`src/rtl/core/lob_ram.sv`:
```
// ----------------------------------------------------------------------------
// lob_ram: generic single write, single read RAM
// One write port and one read port with registered read data.
// ----------------------------------------------------------------------------
`timescale 1ns / 1ps
`default_nettype none

module lob_ram #(
  parameter int WIDTH = 8,
  parameter int DEPTH = 16
) (
  input  wire logic                                  clk,
  input  wire logic                                  we,
  input  wire logic [((DEPTH > 1) ? $clog2(DEPTH) : 1)-1:0] waddr,
  input  wire logic [WIDTH-1:0]                      wdata,
  input  wire logic [((DEPTH > 1) ? $clog2(DEPTH) : 1)-1:0] raddr,
  output logic      [WIDTH-1:0]                      rdata
);

  logic [WIDTH-1:0] mem [DEPTH];

  always_ff @(posedge clk) begin
    if (we) begin
      mem[waddr] <= wdata;
    end
    rdata <= mem[raddr];
  end

endmodule

`default_nettype wire

```
`config.mk`:
```
export PLATFORM = sky130hd
export DESIGN_NAME = lob_ram
export DESIGN_NICKNAME = d
export VERILOG_FILES = /design/src/rtl/core/lob_ram.sv
export SDC_FILE = /design/constraint.sdc
export NUM_CORES = 1
export LEC_CHECK = 0
export ABC_AREA = 1
export BUFFER_PORTS_ARGS = -buffer_cell sky130_fd_sc_hd__buf_2
export CAP_MARGIN = 10
export CELL_PAD_IN_SITES_DETAIL_PLACEMENT = 1
export CELL_PAD_IN_SITES_GLOBAL_PLACEMENT = 1
export CORE_ASPECT_RATIO = 1.1
export CORE_UTILIZATION = 40
export DETAILED_ROUTE_END_ITERATION = 10
export GPL_ROUTABILITY_DRIVEN = 0
export PLACE_DENSITY_LB_ADDON = 0.3
export SYNTH_ARGS = -nofsm -noshare
export SYNTH_HDL_FRONTEND = slang
export SYNTH_SLANG_ARGS = --single-unit
export TNS_END_PERCENT = 100
```
`constraint.sdc`:
```
create_clock -name clk -period 3.4 [get_ports clk]
set_clock_uncertainty 0.15 [all_clocks]
set_input_delay 0.68 -clock clk [delete_from_list [all_inputs] [get_ports clk]]
set_output_delay 0.68 -clock clk [all_outputs]
set_load 0.03 [all_outputs]
```
## Word level (Yosys, flattened, before mapping)

Memories as Yosys holds them, arrays and structs flattened. A register that Yosys moved wholly into a read port is not among the register bits.
Cells that the tools add are included.
W data, S select, Z words.

- Multiplexer cells: 2

Operators by type and width:

| kind | count |
|---|---|
| $mux W1 | 2 |

- Logic and storage cells: 3
- RAM bits: 128
- Output and inout bits: 8
- Memories: 1
- Input bits: 18
- Flip-flop bits (word level): 0

Memories:

| name | depth | width | read ports | clocked after Yosys merged registers in | wr ports | line | text |
|---|---|---|---|---|---|---|---|
| mem | 16 | 8 | 1 | 1 | 1 | 20 | `logic [WIDTH-1:0] mem [DEPTH];` |

## Longest topological paths before layout

Gate-level depths: netlist (run 1).

- Depth after elaboration: 2
- Depth in mapped cells: 8
- Gate-level depth less buffers: 7

## Worst setup path before layout (run 1)

Ideal clock, no wire load.

- Path kind: input -> register
- Start: input waddr[2] (netlist bit)
- End: memory mem[10][0], enable pin
- Required time: 2.880 ns
- Path buffers: 0
- Slack: 1.619 ns
- Setup time: 0.370 ns
- Stages on the path: 2
- Data arrival time: 1.261 ns
- Path through: nand3b_1 -> nor2_1

RTL lines:

| item | line | text |
|---|---|---|
| start, declared | 14 | `input wire logic [((DEPTH > 1) ? $clog2(DEPTH) : 1)-1:0] waddr,` |
| end, declared | 20 |  |

Straight into the memory's write port.

==> results of run 1 <==
## worst reg2reg max path, stage by stage (launching register included)
cell and delay, ns:
edfxtp_1 0.36, inv_1 0.06, nand2_1 0.04, nand3_1 0.12
nand3_1 0.17, nand3_1 0.16, nand2_1 0.06
## final cells by class
| cell class | count | area [um2] | share of cell area, % |
|---|---|---|---|
| repair buffers | 28 | 160 | 2.43 |
| clock buffers | 21 | 470 | 7.14 |
| flip-flops and latches | 136 | 4000 | 60.7 |
| well taps | 188 | 235 | 3.57 |
| clock inverters | 11 | 126 | 1.92 |
| multi-input cells | 289 | 1210 | 18.4 |
| inverters | 102 | 383 | 5.81 |
## placed cells by master, fill, tap and decap left out, drive strengths merged
cell and n:
bufinv 3, nor2 17, nand3b 2, nand3 97, clkinv 8, clkbuf 21, edfxtp 128, nand2 173
dfxtp 8, inv 102, buf 28
## metrics by stage
step | util, % | instances | worst slack [ns] | total power (W) | area, um2
after global routing | 47.2 | 775 | 1.39 | 0.00410 | 6590
after floorplan | - | 551 | 1.62 | 0.00207 | 5770
final | 47.2 | 775 | 1.52 | 0.00399 | 6590
after CTS | 47.2 | 775 | 1.51 | 0.00402 | 6590
after global placement | 42.9 | 743 | 1.11 | 0.00216 | 6000
after detailed placement | 42.9 | 743 | 1.08 | 0.00217 | 6000
## sequential cells by signal, summed over array words and instances (netlist names)
signal and count:
mem 128, rdata 8
## cells in the mapped netlist
cell type    n
nand2_1    173
edfxtp_1   128
inv_1      100
nand3_1     97
nor2_1      17
buf_2       13
dfxtp_1      8
buf_6        6
buf_4        4
inv_2        2
nand3b_1     2
buf_1        1
## cell families (layout without fill, tap and decap cells)
| logic type | count (synthesis) | after routing | synth area share (%) |
|---|---|---|---|
| buf+inv | 126 | 162 | 9.52 |
| flops | 136 | 136 | 69.4 |
| simple gates | 289 | 289 | 21.0 |
## worst paths after layout
path | start | end | slack (ns) | cells after the start
worst max-delay path | raddr[0] | rdata[7] | 1.52 | 9
worst min-delay path | raddr[3] | rdata[7] | 0.50 | 3
worst max register to register | mem[1][3] | rdata[3] | 2.17 | 6
worst min register to register | mem[7][2] | rdata[2] | 0.53 | 6
## layer usage
metal	vias up	global-route usage [%]	share of wire, %
li1	1818	-	-
met1	1859	26.8	42
met2	79	36.2	51
met3	22	5.06	4.5
met4	0	8.60	2.0
met5	-	0	0
## power groups by stage
stage / clock network [W] / registers [W] / logic (W)
floorplan: 0 / 0.00194 / 0.000132
global placement: 0 / 0.00192 / 0.000242
detailed placement: 0 / 0.00192 / 0.000250
CTS: 0.00188 / 0.00189 / 0.000254
global route: 0.00194 / 0.00189 / 0.000274
finish: 0.00186 / 0.00189 / 0.000249
==> impl_metrics.toml, run 1 <==
[global_route]
grt_overflow = 0
grt_use_total_pct = 21.6
grt_max_degree = 65
grt_pass1_wl_um = 22300
antenna_found_initial = 0
grt_pass1_vias = 4013

[clock_network]
cts.path.max_buffers = 2
post_cts_resized = 0
insertion_delay_ns = 0.43
cts_max_level = 4
post-cts-setup-buffer-count = 0
numCtsBuffers = 17
tritoncts = "done"
clk_pin_slew_ns = 0.06
ctsHoldBuffers = 0
root_buffer = "clkbuf_16"
cts_sinks = 136

[timing]
fin_crit_ns = 1.88
fmax_mhz = 532
rsz0062_at_grt = "false"
fin_tns_setup_ns = 0
max_slew_margin_pct = 39.4
final_hold_viol_count = 0
worst_slew_pin_slew_ns = 0.906
hold_slack_ns = 0.498
drv_slew = 0
period_share_pct = 55.3
setup_viol = 0

[worst_setup_path]
slowest_delay_ns = 0.44
crit_chain = "buf_2 -> inv_2 -> buf_12 -> nand2_1 -> nand2_1 -> nand2_1 -> nand3_1 -> nand3_1 -> nand2_1"
worstSetupEndpointType = "flip-flop"
worstSetupPathType = "primary input to flip-flop"
critPathSlowestCell = "inv_2"
crit_top_cell = "nand2_1"
worst_ep_arrival_time_ns = 2.10
critPathRequiredTime_ns = 3.62
crit_fanout = 33
crit_path_start_kind = "primary input"
critPathTopFamily = "buffers and inverters"
path_buf_inv = 3

[synthesis]
avgSynthCellArea_um2 = 10.5
yosysTopAreaCell = "edfxtp_1"
synth_cell_types = 12
synthesis.nets = 569
ys_seq_area_share_pct = 69.4
synth_top_area_share_pct = 66.7
synth_cells = 551
synth_area_leaders = "edfxtp_1, nand2_1, nand3_1"
syn_area_um2 = 5770
ys.warnings.count = 0
ys_ff_latch = 136

[die]
coreArea_um2 = 14000
fp.dieW_um = 116
ios = 26
dieArea_um2 = 14900
die_y_um = 128
start_util_pct = 41.3
row_count = 45

[power]
p_int_w = 0.00313
power_frac_comb_pct = 6.2
p_leak_nw = 2.83
power_frac_seq_pct = 47.3
ir_drop_mv = 0.401
p_switching_w = 0.000861
clkPwrFrac_pct = 46.5
power_density_nw_per_um2 = 606
switching_share_pct = 21.6

[job]
max-cap-violations = 0

[status]
status = "finished clean"

[layout]
nets = 592
fillers = 1597
area_growth_syn_to_layout_pct = 14.3
drive_gt1_share_pct = 9.88
num_antenna_cells = 0

[drt]
drt_iter0_drc = 166
routed_wl_um = 14600
viasPerCell = 4.87
drt-pass1-iter-count = 4
ant_nets = 0
drc_errors = 0
post_drt_wl_per_cell_um = 18.8
vias = 3778

[placed_design]
port_buffers = 25
dpl.hpwl_um = 8740

[min_path]
hold_class = "primary input to flip-flop"
Power figures use the tool's default switching activity.
==> inputs of run 2 (changes only) <==
- ABC_AREA: 1 -> 0
- clock period: 3.4 -> 1.7 ns (I/O delays scaled with it)
==> impl_metrics.toml, run 2 <==
[status]
status = "finished clean"

[placed_design]
port_buffers = 25
pre_cts_ws_ns = -0.267
place_area_um2 = 5660
dpl.hpwl_um = 7150

[timing]
max_slew_margin_pct = 41.8
final_hold_viol_count = 0
setup_viol = 0
worst_slew_pin_slew_ns = 0.870
fmax_mhz = 633
fin_ws_ns = 0.121
rsz0062_at_grt = "false"
period_share_pct = 92.9
fin_crit_ns = 1.58
drv_slew = 0
fin_tns_setup_ns = 0

[synthesis]
async_flop_share_pct = 0
synth_cells = 229
ys_seq_area_share_pct = 77.8
syn_area_um2 = 5150
yosys-top-cells-count = "edfxtp_1, mux4_2, a22oi_1"
ys.warnings.count = 0
synthesis.nets = 247
synth-edff-count = 128
synthFlopType = "edfxtp_1"
synth_most_common_cell = "edfxtp_1"
synth_top_area_share_pct = 74.7
avgSynthCellArea_um2 = 22.5
ys_ff_latch = 136
synth_cell_types = 19
synth_area_leaders = "edfxtp_1, mux4_2, mux4_1"
yosysTopAreaCell = "edfxtp_1"

[global_route]
grt_pass1_wl_um = 16600
grt_max_degree = 21
antenna_found_initial = 0
grt_overflow = 0
grt_pass1_vias = 2688
grt_use_total_pct = 18.5

[power]
ir_drop_mv = 0.577
switching_share_pct = 20.0
power_frac_seq_pct = 47.5
clkPwrFrac_pct = 47.3
p_switching_w = 0.00159
p_leak_nw = 2.17
power_frac_comb_pct = 5.1
p_int_w = 0.00636
power_density_nw_per_um2 = 1270

[clock_network]
post_cts_resized = 0
cts_max_level = 4
insertion_delay_ns = 0.41
root_buffer = "clkbuf_16"
ctsHoldBuffers = 0
cts_sinks = 136
tritoncts = "done"
cts.path.max_buffers = 2
clk_pin_slew_ns = 0.06
post-cts-setup-buffer-count = 0
numCtsBuffers = 17

[layout]
layout_commonest_cell = "edfxtp_1"
regMostFlops = "mem"
largest_register_ffs = 128
nets = 314
reg.largest.list = "mem x128, rdata x8"
drive_gt1_share_pct = 34.6
final_cell_mix = "edfxtp_1, buf_4, buf_2"
final_area_um2 = 6270
area_growth_syn_to_layout_pct = 21.9
final_util_pct = 49.8
num_antenna_cells = 0

[die]
die_y_um = 121
dieArea_um2 = 13300
fp.dieW_um = 110
row_count = 43
ios = 26
start_util_pct = 40.9
coreArea_um2 = 12600

[job]
max-cap-violations = 0

[worst_setup_path]
worstSetupPathType = "primary input to flip-flop"
r2r_setup_slack_ns = 0.14
crit_fanout = 6
worstSetupEndpointType = "flip-flop"
critPathRequiredTime_ns = 1.84
worst_ep_arrival_time_ns = 1.72
crit_path_start_kind = "primary input"

[drt]
viasPerCell = 5.38
drt-pass1-iter-count = 6
post_drt_wl_per_cell_um = 23.5
vias = 2507
drc_errors = 0
drt_iter0_drc = 209
routed_wl_um = 11000
ant_nets = 0

[min_path]
hold_class = "primary input to flip-flop"
## run 2: cell count changes after synthesis, moves of 4 or more
cell	change
nand2_1	-164
nor2_1	-4
inv_1	-100
nand3_1	-96
mux4_2	+18
buf_2	-10
nor3_1	+4
mux4_1	+14
a22oi_1	+16
## run 2: path summary, 6_finish.rpt
check,from,endpoint,cells after the start
max,raddr[0],rdata[0],5
min,wdata[6],mem[15][6],1
max reg2reg,mem[0][0],rdata[0],3
min reg2reg,mem[15][2],rdata[2],3
## run 2: power groups by stage
stage | registers, W | clock network [W] | logic (W)
after floorplan | 0.00388 | 0 | 0.000191
after global placement | 0.00384 | 0 | 0.000402
after detailed placement | 0.00385 | 0 | 0.000414
after CTS | 0.00378 | 0.00381 | 0.000417
after global routing | 0.00378 | 0.00393 | 0.000442
final | 0.00378 | 0.00376 | 0.000409
## run 2: kinds of logic after synthesis
logic type	Yosys count	share of synthesized area (%)
and+or+nand+nor	35	3.18
AOI/OAI and AO/OA	16	2.33
muxes	32	15.0
DFF	136	77.8
buffers and inverters	10	1.68
## run 2: through the flow
step           std cells  total power, W  hold slack (ns)
3_5_place_dp         434         0.00426            0.515
3_3_place_gp         434         0.00424            0.496
5_1_grt              466         0.00816            0.164
4_1_cts              466         0.00801            0.149
6_report             466         0.00795            0.155
2_1_floorplan        229         0.00407            0.289
## run 2: final cells by class
cell class                      count  area [um2]
Sequential cell                   136        4000
Tap cell                          157         196
Clock inverter                     13         179
Timing Repair Buffer               58         398
Multi-Input combinational cell     83        1060
Fill cell                        1174        6320
Clock buffer                       19         433
## run 2: worst max-delay path, stage by stage
cell and delay, ns:
buf_2 0.18, buf_4 0.21, mux4_1 0.59, a22oi_1 0.31
nand2_1 0.10
## run 2: per-layer routing
layer,up-vias,track usage [%],part of all wire (%)
li1,1110,-,-
met1,1322,25.1,44
met2,59,28.6,50
met3,16,4.46,3.9
met4,0,7.73,2.1
met5,-,0,0
==> inputs of run 3 (changes only) <==
- CELL_PAD_IN_SITES_DETAIL_PLACEMENT: 1 -> 0
- CORE_UTILIZATION: 40 -> 48
==> impl_metrics.toml, run 3 (synthesized netlist as in run 2, its figures left out) <==
[drt]
vias = 2480
drt-pass1-iter-count = 6
drc_errors = 0
post_drt_wl_per_cell_um = 22.0
routed_wl_um = 10000
drt_iter0_drc = 128
viasPerCell = 5.45
ant_nets = 0

[die]
row_count = 39
ios = 26
die_y_um = 111
start_util_pct = 49.5
fp.dieW_um = 101
coreArea_um2 = 10400
dieArea_um2 = 11100

[worst_setup_path]
worstReg2RegEnd = "rdata[0]"
worstReg2RegStart = "mem[1][0]"
worst_ep_arrival_time_ns = 1.66
crit_path_start_kind = "primary input"
crit_start = "raddr[0]"
r2r_setup_slack_ns = 0.21
worstSetupPathType = "primary input to flip-flop"
critPathRequiredTime_ns = 1.83
reg2reg_depth = 3
critPathCapture = "rdata[5]"
worstSetupEndpointType = "flip-flop"
crit_fanout = 11

[clock_network]
insertion_delay_ns = 0.41
clk_pin_slew_ns = 0.06
root_buffer = "clkbuf_16"
tritoncts = "done"
ctsHoldBuffers = 0
cts_max_level = 4
numCtsBuffers = 17
post_cts_resized = 0
cts.path.max_buffers = 2
post-cts-setup-buffer-count = 0
cts_sinks = 136

[layout]
num_antenna_cells = 0
final_cells = 455
reg.largest.list = "mem x128, rdata x8"
nets = 317
area_growth_syn_to_layout_pct = 22.8
largest_register_ffs = 128
layout_commonest_cell = "edfxtp_1"
regMostFlops = "mem"
drive_gt1_share_pct = 35.6
final_cell_mix = "edfxtp_1, buf_4, buf_2"

[power]
totalPowerFinal_w = 0.00820
power_frac_seq_pct = 46.0
ir_drop_mv = 0.665
p_int_w = 0.00665
switching_share_pct = 18.9
power_frac_comb_pct = 4.9
p_leak_nw = 2.21
clkPwrFrac_pct = 49.1
power_density_nw_per_um2 = 1300
p_switching_w = 0.00155

[placed_design]
port_buffers = 25
placed_cells = 423
dpl.hpwl_um = 6530
pre_cts_ws_ns = -0.227

[timing]
setup_viol = 0
final_hold_viol_count = 0
drv_slew = 0
rsz0062_at_grt = "false"
period_share_pct = 90.3
fin_tns_setup_ns = 0
fin_crit_ns = 1.53
max_slew_margin_pct = 44.8
worst_slew_pin_slew_ns = 0.827
hold_slack_ns = 0.157
fmax_mhz = 651
fin_ws_ns = 0.165

[global_route]
grt_pass1_wl_um = 15000
grt_overflow = 0
grt_pass1_vias = 2511
grt_use_total_pct = 20.1
grt_max_degree = 17
antenna_found_initial = 0

[job]
max-cap-violations = 0

[min_path]
hold_class = "primary input to flip-flop"
min_delay_path_depth = 1

[status]
status = "finished clean"
run 3: cell types whose count changed in the layout (fill, tap and decap cells not counted):
cell,delta
buf_4,+3
bufinv_16,+2
clkbuf_1,-2
clkinv_1,+1
clkinv_2,+1
clkinv_4,-1
clkinvlp_4,-1
run 3: final cells by class:
| cell class | count | area, um2 |
|---|---|---|
| Multi-Input combinational cell | 83 | 1060 |
| Clock buffer | 17 | 425 |
| Timing Repair Buffer | 61 | 420 |
| Sequential cell | 136 | 4000 |
| Fill cell | 744 | 4070 |
| Clock inverter | 15 | 231 |
| Tap cell | 143 | 179 |
run 3: worst min-delay path by stage:
| stage | start | to | slack (ns) |
|---|---|---|---|
| after floorplan | wdata[0] | mem[0][0] | 0.29 |
| after detailed placement | mem[15][6] | rdata[6] | 0.52 |
| after global placement | mem[12][6] | rdata[6] | 0.50 |
| final | wdata[6] | mem[9][6] | 0.16 |
| after global routing | wdata[5] | mem[6][5] | 0.16 |
| after CTS | wdata[5] | mem[6][5] | 0.15 |
run 3: critical path, stage by stage:
cell	delay (ns)
buf_2	0.13
buf_12	0.15
buf_4	0.14
mux4_1	0.54
a22oi_1	0.25
nand2_1	0.10
run 3: power by group through the flow:
stage | sequential [W] | combinational [W] | clock, W
after floorplan | 0.00388 | 0.000191 | 0
after CTS | 0.00377 | 0.000413 | 0.00405
final | 0.00377 | 0.000405 | 0.00402
after global routing | 0.00378 | 0.000436 | 0.00419
after detailed placement | 0.00384 | 0.000410 | 0
after global placement | 0.00384 | 0.000405 | 0
run 3: routing by layer:
layer | wire (um) | share of wire (%) | track usage [%]
met4 | 171 | 1.7 | 7.54
met5 | 0 | 0 | 0
met2 | 4840 | 48 | 30.3
met1 | 4290 | 43 | 27.9
met3 | 705 | 7.0 | 5.95
run 3: stage by stage:
step           utilization [%]  area [um2]
2_1_floorplan                -        5150
3_3_place_gp              54.5        5670
6_report                  60.8        6320
3_5_place_dp              54.5        5670
4_1_cts                   60.8        6320
5_1_grt                   60.8        6320
